==> config.mk <==
export PLATFORM = sky130hd
export DESIGN_NAME = sha1_hash_unit_flat
export DESIGN_NICKNAME = d
export VERILOG_FILES = /design/src/rtl/core/sha1_pkg.sv /design/src/rtl/core/sha1_in_if.sv /design/src/rtl/core/sha1_out_if.sv /design/src/rtl/core/sha1_hash_unit.sv /design/src/rtl/core/sha1_compress.sv /design/src/flat_wrapper.sv
export SDC_FILE = /design/constraint.sdc
export NUM_CORES = 2
export LEC_CHECK = 0
export BUFFER_PORTS_ARGS = -buffer_cell sky130_fd_sc_hd__buf_2
export CAP_MARGIN = 20
export CORE_MARGIN = 2
export CORE_UTILIZATION = 64
export CTS_CLUSTER_DIAMETER = 200
export CTS_CLUSTER_SIZE = 30
export DETAILED_ROUTE_END_ITERATION = 8
export PLACE_DENSITY = 0.8
export SETUP_SLACK_MARGIN = 0.05
export SYNTH_ARGS = -nofsm -noshare
export SYNTH_HDL_FRONTEND = slang
export SYNTH_HIERARCHICAL = 1
export SYNTH_SLANG_ARGS = --single-unit
==> constraint.sdc <==
create_clock -name clk -period 30.3 [get_ports clk]
set_input_delay 3.03 -clock clk [delete_from_list [all_inputs] [get_ports clk]]
set_output_delay 3.03 -clock clk [all_outputs]
set_load 0.01 [all_outputs]
==> src/rtl/core/sha1_pkg.sv <==
// sha1_pkg: shared types, constants and round functions of the sha-1 hash unit
// used by sha1_compress and sha1_hash_unit; no dependencies
package sha1_pkg;

  localparam int unsigned HashWords   = 5;
  localparam int unsigned WindowDepth = 16;
  localparam int unsigned Rounds      = 80;
  localparam int unsigned RoundW      = $clog2(Rounds);
  localparam int unsigned HashIdxW    = $clog2(HashWords);
  localparam int unsigned ByteCountW  = 61;
  localparam int unsigned WordCountW  = $clog2(WindowDepth) + 1;

  typedef logic [31:0] word_t;

  localparam word_t InitH [HashWords] = '{
    32'h67452301, 32'hEFCDAB89, 32'h98BADCFE, 32'h10325476, 32'hC3D2E1F0
  };

  localparam word_t K0 = 32'h5A827999;
  localparam word_t K1 = 32'h6ED9EBA1;
  localparam word_t K2 = 32'h8F1BBCDC;
  localparam word_t K3 = 32'hCA62C1D6;

  localparam word_t PadByteWord = 32'h80000000;

  typedef struct packed {
    logic  push;
    word_t word;
    logic  start;
    logic  restart;
  } sha1_cmd_t;

  function automatic word_t round_k(input logic [RoundW-1:0] t);
    word_t k;
    if (t < RoundW'(20)) begin
      k = K0;
    end else if (t < RoundW'(40)) begin
      k = K1;
    end else if (t < RoundW'(60)) begin
      k = K2;
    end else begin
      k = K3;
    end
    return k;
  endfunction

  function automatic word_t round_f(input logic [RoundW-1:0] t, input word_t b,
                                    input word_t c, input word_t d);
    word_t f;
    if (t < RoundW'(20)) begin
      f = (b & c) | (~b & d);
    end else if (t < RoundW'(40)) begin
      f = b ^ c ^ d;
    end else if (t < RoundW'(60)) begin
      f = (b & c) | (b & d) | (c & d);
    end else begin
      f = b ^ c ^ d;
    end
    return f;
  endfunction

endpackage

==> src/rtl/core/sha1_in_if.sv <==
// sha1_in_if: valid/ready channel carrying one message byte beat
// depends on nothing
interface sha1_in_if;
  logic       valid;
  logic       ready;
  logic [7:0] data_byte;
  logic       has_byte;
  logic       end_of_message;

  modport source (output valid, output data_byte, output has_byte,
                  output end_of_message, input ready);
  modport sink   (input valid, input data_byte, input has_byte,
                  input end_of_message, output ready);
endinterface

==> src/rtl/core/sha1_out_if.sv <==
// sha1_out_if: valid/ready channel carrying one digest word beat
// depends on nothing
interface sha1_out_if;
  logic        valid;
  logic        ready;
  logic [31:0] digest_word;
  logic        last_word;

  modport source (output valid, output digest_word, output last_word, input ready);
  modport sink   (input valid, input digest_word, input last_word, output ready);
endinterface

==> src/rtl/core/sha1_hash_unit.sv <==
// sha1_hash_unit: sha-1 over a byte stream with padding and digest readout
// depends on sha1_pkg, sha1_in_if, sha1_out_if and sha1_compress
//
//   channel     dir  payload                               last beat
//   msg_in      in   data_byte, has_byte, end_of_message   end_of_message
//   digest_out  out  digest_word, last_word                last_word
//
// a byte beat is accepted while idle; a beat that fills a 64-byte block
// holds msg_in.ready low while the shared round unit runs
// 80 rounds and the chaining add, one round per cycle
// end of message adds padding (over two blocks when the length
// spills into a second block), one or two compressions and five digest beats;
// digest_out stalls simply hold the current word
// rst is synchronous and restores the initial chaining value and a zero count
module sha1_hash_unit (
  input  logic        clk,
  input  logic        rst,
  sha1_in_if.sink     msg_in,
  sha1_out_if.source  digest_out
);

  typedef enum logic [2:0] {
    S_IDLE, S_COMP, S_PAD, S_ZERO, S_LEN_HI, S_LEN_LO, S_OUT
  } state_t;

  localparam logic [sha1_pkg::HashIdxW-1:0] LastIdx =
    sha1_pkg::HashIdxW'(sha1_pkg::HashWords - 1);
  localparam logic [sha1_pkg::WordCountW-1:0] FullWords =
    sha1_pkg::WordCountW'(sha1_pkg::WindowDepth);
  localparam logic [sha1_pkg::WordCountW-1:0] LenWordPos =
    sha1_pkg::WordCountW'(sha1_pkg::WindowDepth - 2);

  state_t                              state;
  state_t                              ret;
  logic [sha1_pkg::ByteCountW-1:0]     count;
  logic [sha1_pkg::WordCountW-1:0]     wc;
  logic [sha1_pkg::HashIdxW-1:0]       oidx;
  logic [23:0]                         acc;
  logic                                accept;
  logic                                take_byte;
  logic                                word_done;
  logic                                block_done;
  sha1_pkg::word_t                     pad_word;
  sha1_pkg::sha1_cmd_t                 cmd;
  logic                                busy;
  sha1_pkg::word_t                     hash [sha1_pkg::HashWords];

  sha1_compress u_compress (
    .clk  (clk),
    .rst  (rst),
    .cmd  (cmd),
    .busy (busy),
    .hash (hash)
  );

  assign msg_in.ready           = (state == S_IDLE);
  assign accept                 = msg_in.valid & msg_in.ready;
  assign take_byte              = accept & msg_in.has_byte;
  assign word_done              = (count[1:0] == 2'd3);
  assign block_done             = (count[5:0] == 6'd63);
  assign digest_out.valid       = (state == S_OUT);
  assign digest_out.digest_word = hash[oidx];
  assign digest_out.last_word   = (oidx == LastIdx);

  always_comb begin
    case (count[1:0])
      2'd1:    pad_word = {acc[7:0], 8'h80, 16'h0000};
      2'd2:    pad_word = {acc[15:0], 8'h80, 8'h00};
      2'd3:    pad_word = {acc[23:0], 8'h80};
      default: pad_word = sha1_pkg::PadByteWord;
    endcase
  end

  always_comb begin
    cmd = '0;
    unique case (state)
      S_IDLE: begin
        if (take_byte && word_done) begin
          cmd.push = 1'b1;
          cmd.word = {acc, msg_in.data_byte};
        end
        if (take_byte && block_done) begin
          cmd.start = 1'b1;
        end
      end
      S_PAD: begin
        cmd.push = 1'b1;
        cmd.word = pad_word;
      end
      S_ZERO: begin
        if (wc == FullWords) begin
          cmd.start = 1'b1;
        end else if (wc != LenWordPos) begin
          cmd.push = 1'b1;
        end
      end
      S_LEN_HI: begin
        cmd.push = 1'b1;
        cmd.word = count[60:29];
      end
      S_LEN_LO: begin
        cmd.push  = 1'b1;
        cmd.word  = {count[28:0], 3'b000};
        cmd.start = 1'b1;
      end
      S_OUT: begin
        cmd.restart = digest_out.ready && (oidx == LastIdx);
      end
      default: cmd = '0;
    endcase
  end

  always_ff @(posedge clk) begin
    if (rst) begin
      state <= S_IDLE;
      ret   <= S_IDLE;
      count <= '0;
      wc    <= '0;
      oidx  <= '0;
    end else begin
      unique case (state)
        S_IDLE: begin
          if (accept) begin
            if (take_byte) begin
              count <= count + 1'b1;
              if (word_done) begin
                wc <= wc + 1'b1;
              end
            end
            if (take_byte && block_done) begin
              wc    <= '0;
              state <= S_COMP;
              ret   <= msg_in.end_of_message ? S_PAD : S_IDLE;
            end else if (msg_in.end_of_message) begin
              state <= S_PAD;
            end
          end
        end
        S_COMP: begin
          if (!busy) begin
            state <= ret;
          end
        end
        S_PAD: begin
          wc    <= wc + 1'b1;
          state <= S_ZERO;
        end
        S_ZERO: begin
          if (wc == FullWords) begin
            wc    <= '0;
            state <= S_COMP;
            ret   <= S_ZERO;
          end else if (wc == LenWordPos) begin
            state <= S_LEN_HI;
          end else begin
            wc <= wc + 1'b1;
          end
        end
        S_LEN_HI: begin
          wc    <= wc + 1'b1;
          state <= S_LEN_LO;
        end
        S_LEN_LO: begin
          wc    <= '0;
          oidx  <= '0;
          state <= S_COMP;
          ret   <= S_OUT;
        end
        S_OUT: begin
          if (digest_out.ready) begin
            if (oidx == LastIdx) begin
              count <= '0;
              wc    <= '0;
              oidx  <= '0;
              state <= S_IDLE;
            end else begin
              oidx <= oidx + 1'b1;
            end
          end
        end
        default: state <= S_IDLE;
      endcase
    end
  end

  // partial word, last three bytes
  always_ff @(posedge clk) begin
    if (take_byte) begin
      acc <= {acc[15:0], msg_in.data_byte};
    end
  end

`ifndef SYNTHESIS
  a_no_accept_while_busy: assert property (@(posedge clk) disable iff (rst)
    accept |-> !busy)
    else $error("beat accepted while round unit busy");

  a_word_count_bound: assert property (@(posedge clk) disable iff (rst)
    wc <= FullWords)
    else $error("schedule word count overflow");

  a_ready_after_last: assert property (@(posedge clk) disable iff (rst)
    digest_out.valid && digest_out.ready && digest_out.last_word |=> msg_in.ready)
    else $error("not ready after final digest beat");

  a_start_only_when_full: assert property (@(posedge clk) disable iff (rst)
    cmd.start |-> (wc == FullWords) || (state == S_LEN_LO) || (take_byte && block_done))
    else $error("compression started on a partial block");
`endif

endmodule

==> src/rtl/core/sha1_compress.sv <==
// sha1_compress: 16-word schedule window, chaining value and one round per cycle
// depends on sha1_pkg
module sha1_compress (
  input  logic                  clk,
  input  logic                  rst,
  input  sha1_pkg::sha1_cmd_t   cmd,
  output logic                  busy,
  output sha1_pkg::word_t       hash [sha1_pkg::HashWords]
);

  typedef enum logic [1:0] {C_IDLE, C_ROUND, C_ADD} cstate_t;

  cstate_t                       state;
  logic [sha1_pkg::RoundW-1:0]   rnd;
  sha1_pkg::word_t               a, b, c, d, e;
  sha1_pkg::word_t               win [sha1_pkg::WindowDepth];
  sha1_pkg::word_t               w_mix;
  sha1_pkg::word_t               w_new;
  sha1_pkg::word_t               tmp;

  assign busy  = (state != C_IDLE);
  assign w_mix = win[13] ^ win[8] ^ win[2] ^ win[0];
  assign w_new = {w_mix[30:0], w_mix[31]};
  assign tmp   = {a[26:0], a[31:27]} + sha1_pkg::round_f(rnd, b, c, d) + e
               + sha1_pkg::round_k(rnd) + win[0];

  always_ff @(posedge clk) begin
    if (rst) begin
      state <= C_IDLE;
      rnd   <= '0;
      for (int i = 0; i < sha1_pkg::HashWords; i++) begin
        hash[i] <= sha1_pkg::InitH[i];
      end
    end else begin
      unique case (state)
        C_IDLE: begin
          if (cmd.start) begin
            rnd   <= '0;
            state <= C_ROUND;
          end
          if (cmd.restart) begin
            for (int i = 0; i < sha1_pkg::HashWords; i++) begin
              hash[i] <= sha1_pkg::InitH[i];
            end
          end
        end
        C_ROUND: begin
          rnd <= rnd + 1'b1;
          if (rnd == sha1_pkg::RoundW'(sha1_pkg::Rounds - 1)) begin
            state <= C_ADD;
          end
        end
        C_ADD: begin
          hash[0] <= hash[0] + a;
          hash[1] <= hash[1] + b;
          hash[2] <= hash[2] + c;
          hash[3] <= hash[3] + d;
          hash[4] <= hash[4] + e;
          state   <= C_IDLE;
        end
        default: state <= C_IDLE;
      endcase
    end
  end

  // schedule window and working variables
  always_ff @(posedge clk) begin
    if (state == C_ROUND) begin
      for (int i = 0; i < sha1_pkg::WindowDepth - 1; i++) begin
        win[i] <= win[i+1];
      end
      win[sha1_pkg::WindowDepth-1] <= w_new;
      a <= tmp;
      b <= a;
      c <= {b[1:0], b[31:2]};
      d <= c;
      e <= d;
    end else if (state == C_IDLE) begin
      if (cmd.push) begin
        for (int i = 0; i < sha1_pkg::WindowDepth - 1; i++) begin
          win[i] <= win[i+1];
        end
        win[sha1_pkg::WindowDepth-1] <= cmd.word;
      end
      if (cmd.start) begin
        a <= hash[0];
        b <= hash[1];
        c <= hash[2];
        d <= hash[3];
        e <= hash[4];
      end
    end
  end

endmodule

==> src/flat_wrapper.sv <==
// flat-port wrapper written by rule: the top's interface ports become plain ports
module sha1_hash_unit_flat 
  (clk, rst, msg_in_valid, msg_in_data_byte, msg_in_has_byte, msg_in_end_of_message, msg_in_ready, digest_out_valid, digest_out_digest_word, digest_out_last_word, digest_out_ready);
  sha1_in_if msg_in_i ();
  sha1_out_if digest_out_i ();
  input  logic clk;
  input  logic rst;
  input wire logic [$bits(msg_in_i.valid)-1:0] msg_in_valid;
  input wire logic [$bits(msg_in_i.data_byte)-1:0] msg_in_data_byte;
  input wire logic [$bits(msg_in_i.has_byte)-1:0] msg_in_has_byte;
  input wire logic [$bits(msg_in_i.end_of_message)-1:0] msg_in_end_of_message;
  output wire logic [$bits(msg_in_i.ready)-1:0] msg_in_ready;
  output wire logic [$bits(digest_out_i.valid)-1:0] digest_out_valid;
  output wire logic [$bits(digest_out_i.digest_word)-1:0] digest_out_digest_word;
  output wire logic [$bits(digest_out_i.last_word)-1:0] digest_out_last_word;
  input wire logic [$bits(digest_out_i.ready)-1:0] digest_out_ready;
  assign msg_in_i.valid = msg_in_valid;
  assign msg_in_i.data_byte = msg_in_data_byte;
  assign msg_in_i.has_byte = msg_in_has_byte;
  assign msg_in_i.end_of_message = msg_in_end_of_message;
  assign msg_in_ready = msg_in_i.ready;
  assign digest_out_valid = digest_out_i.valid;
  assign digest_out_digest_word = digest_out_i.digest_word;
  assign digest_out_last_word = digest_out_i.last_word;
  assign digest_out_i.ready = digest_out_ready;
  sha1_hash_unit u_core (.clk(clk), .rst(rst), .msg_in(msg_in_i), .digest_out(digest_out_i));
endmodule
== After elaboration in Yosys (flattened, before gate mapping) ==
Memory sizes are Yosys's and may differ from the RTL's.
Index checks and enable logic that the tools add are counted.

* Output and inout port bits: 35
* Memories: 1
* Word-level logic and storage cells: 218
* Input port bits: 14
* Flip-flop bits (word level): 428
* Bits in writable memories: 512

{| class="wikitable"
|+ Memory list
! memory !! words !! bits a word !! rd ports !! clocked after memory_dff !! wr ports !! line !! source
|-
| u_core.u_compress.win || 16 || 32 || 16 || 0 || 16 || sha1_compress.sv:16 || <nowiki>sha1_pkg::word_t win [sha1_pkg::WindowDepth];</nowiki>
|}

* Multiplexer cells: 94
* Order comparisons: 4
* Eq/ne operators: 32
* Reductions and logical operators: 24
* Bitwise gates (word level): 32
* Add/subtract/negate cells: 13

{| class="wikitable"
|+ Operators by type and width
! cell !! number
|-
| $mux 32 || 38
|-
| $pmux 160 s2 || 1
|-
| $add 32x32->32 || 9
|-
| $mux 61 || 4
|-
| $mux 160 || 1
|-
| $xor 32x32->32 || 5
|-
| $and 32x32->32 || 4
|-
| $pmux 32 s4 || 1
|-
| $pmux 61 s2 || 1
|-
| $bmux 32 s3 || 1
|-
| $or 32x32->32 || 3
|-
| $pmux 32 s3 || 1
|-
| $add 61x1->61 const B || 1
|-
| $mux 5 || 8
|-
| $mux 3 || 13
|-
| $mux 33 || 1
|-
| $not 32->32 || 1
|-
| $mux 31 || 1
|-
| $pmux 5 s5 || 1
|-
| $pmux 3 s7 || 1
|-
| $or 1x1->1 || 16
|-
| $lt 7x6->1 const B || 2
|-
| $pmux 7 s2 || 1
|-
| $eq 3x3->1 const B || 4
|-
| other kinds (41) || 80
|}

== Longest topological paths before layout ==
* Depth in word-level cells: 11
* Mapped depth: 25

== Hierarchy ==
Netlist, hierarchy kept.

{| class="wikitable"
|+ Modules (own cells, without submodules)
! module !! cells an instance !! area each (µm²) !! instances !! sequential area each (µm²)
|-
| sha1_compress || 3,588 || 41,870.2 || 1 || 23,562.6
|-
| sha1_hash_unit || 837 || 6,817.8 || 1 || 2,222.1
|}

== Least setup slack after synthesis ==
OpenSTA, ideal clock, no wires.

* Path kind: input -> register
* From: in msg_in_has_byte
* To: mem u_core/u_compress/win[0][0] (netlist name) (enable)
* Arrival time: 24.574 ns
* Stages: 5
* Required time: 28.903 ns
* Path slack: 4.329 ns
* Path through: a31oi_1 a21oi_1 o21a_1 nor2_1 nor2_1

{| class="wikitable"
|+ RTL lines
! element !! line !! source
|-
| start, declared || flat_wrapper.sv:10 || <nowiki>input wire logic [$bits(msg_in_i.has_byte)-1:0] msg_in_has_byte;</nowiki>
|-
| end, declared || sha1_compress.sv:16 ||
|}

== Worst setup path in the final report ==
* From: reg u_core/u_compress/rnd[3] (netlist name)
* To: reg u_core.u_compress.a[29], data pin

* Longest elaborated chain between the ends: 9
* Elaborated cells on any way between the ends: 14
* Classes of those cells: add/sub (4); order compare (3); mux (7)

{| class="wikitable"
|+ Ends and longest elaborated chain
! element !! line !! source
|-
| start, declared || sha1_compress.sv:14 || <nowiki>logic [sha1_pkg::RoundW-1:0] rnd;</nowiki>
|-
| start signal, assigned || sha1_compress.sv:48 || <nowiki>rnd <= rnd + 1'b1;</nowiki>
|-
| $lt 7x6->1 || sha1_pkg.sv:39, sha1_pkg.sv:54 ||
|-
| $mux 32 || sha1_pkg.sv:54 || <nowiki>end else if (t < RoundW'(60)) begin</nowiki>
|-
| $mux 32 || sha1_pkg.sv:52 || <nowiki>end else if (t < RoundW'(40)) begin</nowiki>
|-
| $mux 32 || sha1_pkg.sv:50 || <nowiki>if (t < RoundW'(20)) begin</nowiki>
|-
| $add 32x32->32 (2 in a row) || sha1_compress.sv:24 || <nowiki>assign tmp = {a[26:0], a[31:27]} + sha1_pkg::round_f(rnd, b, c, d) + e</nowiki>
|-
| $add 32x32->32 (*) (2 in a row) || sha1_compress.sv:25 || <nowiki>+ sha1_pkg::round_k(rnd) + win[0];</nowiki>
|-
| $mux 32 (*) || sha1_compress.sv:68 || <nowiki>if (state == C_ROUND) begin</nowiki>
|-
| end signal, assigned || sha1_compress.sv:73 || <nowiki>a <= tmp;</nowiki>
|-
| end signal, assigned || sha1_compress.sv:86 || <nowiki>a <= hash[0];</nowiki>
|-
| end, declared || sha1_compress.sv:15 || <nowiki>sha1_pkg::word_t a, b, c, d, e;</nowiki>
|}

Mark *: on every way between the ends. The rest lies on a longest branch, timed or not.
A chain may end at the register's enable or synchronous reset.

==> key figures <==
Route
  – Via count: 34400
  – Post-route ant nets: 0
  – # DRC: 0
  – Drt pass-1 iters: 9
  – Routed wire length: 119 mm
  – Via density: 6.39
  – DR iter-0 viols: 4328
  – Wire length per cell: 22.1 um

Yosys
  – Top FF cell, synth: edfxtp_1
  – Synth warn: 6
  – Synth Register Bits: 940
  – Seq/Total Area, Yosys: 53.0%
  – FFs w/ async S/R, synth: 0%
  – Syn avg cell area: 11.0 sq um
  – Yosys cell types: 93
  – Cells after Synth: 4425
  – Synthesized Nets: 4768
  – Synthesized area: 48700 sq um
  – Number of flops mapped to enable cells by yosys: 696

CTS
  – CTS max path bufs: 3
  – Worst-skew pair later-pin latency: 650 ps
  – Clk slew on worst S/H paths: 130 ps
  – Root Buffer: clkbuf_16
  – Number of buffers added for setup after CTS: 0
  – Resize count post-CTS: 0
  – Cts hold-fix bufs: 0
  – Htree depth: 2
  – CTS tree: built
  – CTS Buf Count: 37
  – Clock sinks: 940

Worst hold path
  – Path type of the worst min-delay path: reg2reg
  – HP Start: u_core/u_compress/win[0][316]

GRT
  – Initial antenna violation count: 1
  – Vias in the first global route: 32200
  – Total gr overflow: 0
  – Largest net degree at the start of global routing: 215
  – GRT Total Usage: 30.1%
  – Global-route wire length before repair: 183 mm

Floorplan
  – Die Y: 280 um
  – Starting Density: 64.4%
  – Die area: 78300 sq um
  – Row count: 101
  – Chip width: 280 um
  – Core Area: 75600 sq um
  – I/O pin total: 49

Cells and area
  – Synth-to-layout area growth: 4.73%
  – Layout cell share with drive strength beyond 1: 4.45%
  – Commonest non-fill, non-tap cell in the layout: edfxtp_1
  – Final Util: 67.5%
  – Total Nets Final: 4718
  – Most frequent cells in the layout: edfxtp_1 (696), nand2_1 (592), inv_1 (283)

Worst setup path
  – Req. time, crit path: 30660 ps
  – Slowest cell on crit path: clkinv_1
  – Worst path bufs/invs: 5
  – Max stage delay on crit path: 660 ps
  – RR Startpoint: u_core/u_compress/rnd[3]
  – CP startpoint: u_core/u_compress/rnd[3]
  – Most common cell on crit path: fa_1
  – CP arrival: 7730 ps
  – Worst setup SP type: flop
  – Top delay family on crit path: compound AO/OA/AOI/OAI gates
  – Worst-path fanout max: 18
  – WS Path Type: reg2reg
  – Crit. End Element: flop

Place
  – Post-DP HPWL: 82.0 mm
  – Routability congestion estimate: 0.992
  – I/O Buffers: 48

Power
  – Flop pwr share: 63.8%
  – Clock share of power: 25.2%
  – Pleak: 19.4 nW
  – Psw: 0.000630 W
  – P_int: 0.00190 W
  – Switching Fraction: 24.9%
  – Peak supply drop: 0.0000585 V
  – Pwr Density: 49.7 nW/um^2
  – Comb pwr share: 10.9%

STA
  – Setup TNS Final: 0 ps
  – Worst slew pin tran: 1140 ps
  – Max Fclk: 136 MHz
  – Slew HR: 23.9%
  – Worst hold slack: 402 ps
  – Final Cycle Share: 24.3%
  – Unrepaired setup endpoints after global routing: no
  – Final hold viol count: 0
  – Fin crit period: 7370 ps
  – Final setup viols: 0
  – Pins over their slew limit: 0
  – Worst Skew: 52.0 ps

Status
  – Status: completed

Job
  – # Max-Cap Violations: 0
## synth_stat cells, types with 10 or more instances
master	number	area [sq um]
fa_1	125	2500
xor2_1	84	736
edfxtp_1	696	20900
o211ai_1	23	173
inv_1	284	1070
a22oi_1	52	390
a21o_1	92	691
nor2_1	255	957
o21a_1	24	180
nand4_1	48	300
o22ai_1	79	494
buf_1	20	75.1
a21oi_1	278	1390
a31oi_1	22	138
mux2i_1	102	1020
o21ai_0	224	1120
a222oi_1	24	240
nor2b_1	23	144
o221a_2	12	135
a221oi_1	25	219
o31ai_1	34	255
ha_1	204	2550
clkbuf_1	142	533
or3_1	37	231
a211oi_1	19	143
dfxtp_1	244	4880
nand2b_1	77	482
nor4_1	10	62.6
nor3_1	37	185
and2_1	15	93.8
o31a_1	11	96.3
xnor2_1	179	1570
nand2_1	592	2220
nand3_1	84	420
and3_1	31	194
or2_2	14	87.6
o21bai_1	20	150
or4_1	32	240
## path summary, 6_finish.rpt
path | to | slack [ps] | cells past startpoint
setup / recovery | u_core/u_compress/a[29] | 22930 | 25
hold / removal | u_core/u_compress/win[0][284] | 400 | 0
setup reg to reg | u_core/u_compress/a[29] | 22930 | 25
hold reg to reg | u_core/u_compress/win[0][284] | 400 | 0
## layer usage
layer,vias up,global-route usage [%],part of all wire [%]
met5,-,0,0.0067
met4,2,9.27,3.3
li1,15900,-,-
met1,16800,44.7,43
met3,205,4.10,9.0
met2,1564,46.3,45
## flip-flops by register name, summed over array words and instances (netlist names), 5 cells and up
name                    cells
u_core/u_compress/e        32
u_core/acc                 24
u_core/u_compress/c        32
u_core/u_compress/win     512
u_core/u_compress/hash    160
u_core/wc                   5
u_core/u_compress/a        32
u_core/u_compress/b        32
u_core/count               61
u_core/u_compress/d        32
u_core/u_compress/rnd       7
## stage by stage
stage	instance area, sq um	total power [W]	setup WS [ps]	std cells
2_1_floorplan	48700	0.00193	4330	4425
3_5_place_dp	49800	0.00192	22950	5311
6_report	51000	0.00253	22930	5382
4_1_cts	50900	0.00255	22920	5378
3_3_place_gp	49800	0.00191	23190	5311
5_1_grt	51000	0.00262	22560	5381
## power groups by stage
| stage | clock network, W | registers [W] | logic, W |
|---|---|---|---|
| 6_report | 0.000639 | 0.00162 | 0.000277 |
| 5_1_grt | 0.000690 | 0.00163 | 0.000306 |
| 4_1_cts | 0.000654 | 0.00162 | 0.000274 |
| 3_5_place_dp | 0 | 0.00164 | 0.000273 |
| 3_3_place_gp | 0 | 0.00164 | 0.000268 |
| 2_1_floorplan | 0 | 0.00173 | 0.000207 |
## worst reg2reg max path, stage by stage, from the launching register on
cell and delay [ps]:
dfxtp_1 400, nand4_1 190, nor2b_1 430, nand2_1 100
buf_4 240, nand2_1 110, buf_4 330, clkinv_1 670
a221oi_1 550, fa_1 520, fa_1 550, fa_1 420
inv_1 70, ha_1 160, inv_1 50, fa_1 400
nor2b_1 120, o21ai_0 110, a21o_1 240, a211o_1 310
a21oi_1 500, o21a_1 220, a211o_1 120, a21oi_1 80
xor2_1 140, o21ai_0 80
## kinds of logic (layout without fill, tap and decap cells)
| kind of cell | count (synthesis) | in the layout | synth area share [%] |
|---|---|---|---|
| buffers and inverters | 459 | 437 | 3.59 |
| adder cells (fa/ha/maj) | 329 | 329 | 10.4 |
| multiplexers | 103 | 103 | 2.12 |
| other | 0 | 1 | 0 |
| AO/OA/AOI/OAI | 1032 | 1032 | 13.7 |
| flip-flops | 940 | 940 | 53.0 |
| XOR/XNOR | 263 | 263 | 4.73 |
| AND/OR/NAND/NOR | 1299 | 1299 | 12.5 |
## area by class of cell
type	instances	area, sq um
Clock inverter	3	80.1
Tap cell	978	1220
Timing Repair Buffer	83	546
Sequential cell	940	25800
Fill cell	5661	24600
Inverter	287	1080
Antenna cell	1	2.50
Clock buffer	64	1050
Multi-Input combinational cell	3026	21200
No activity file was read; power rests on OpenSTA's default activity.
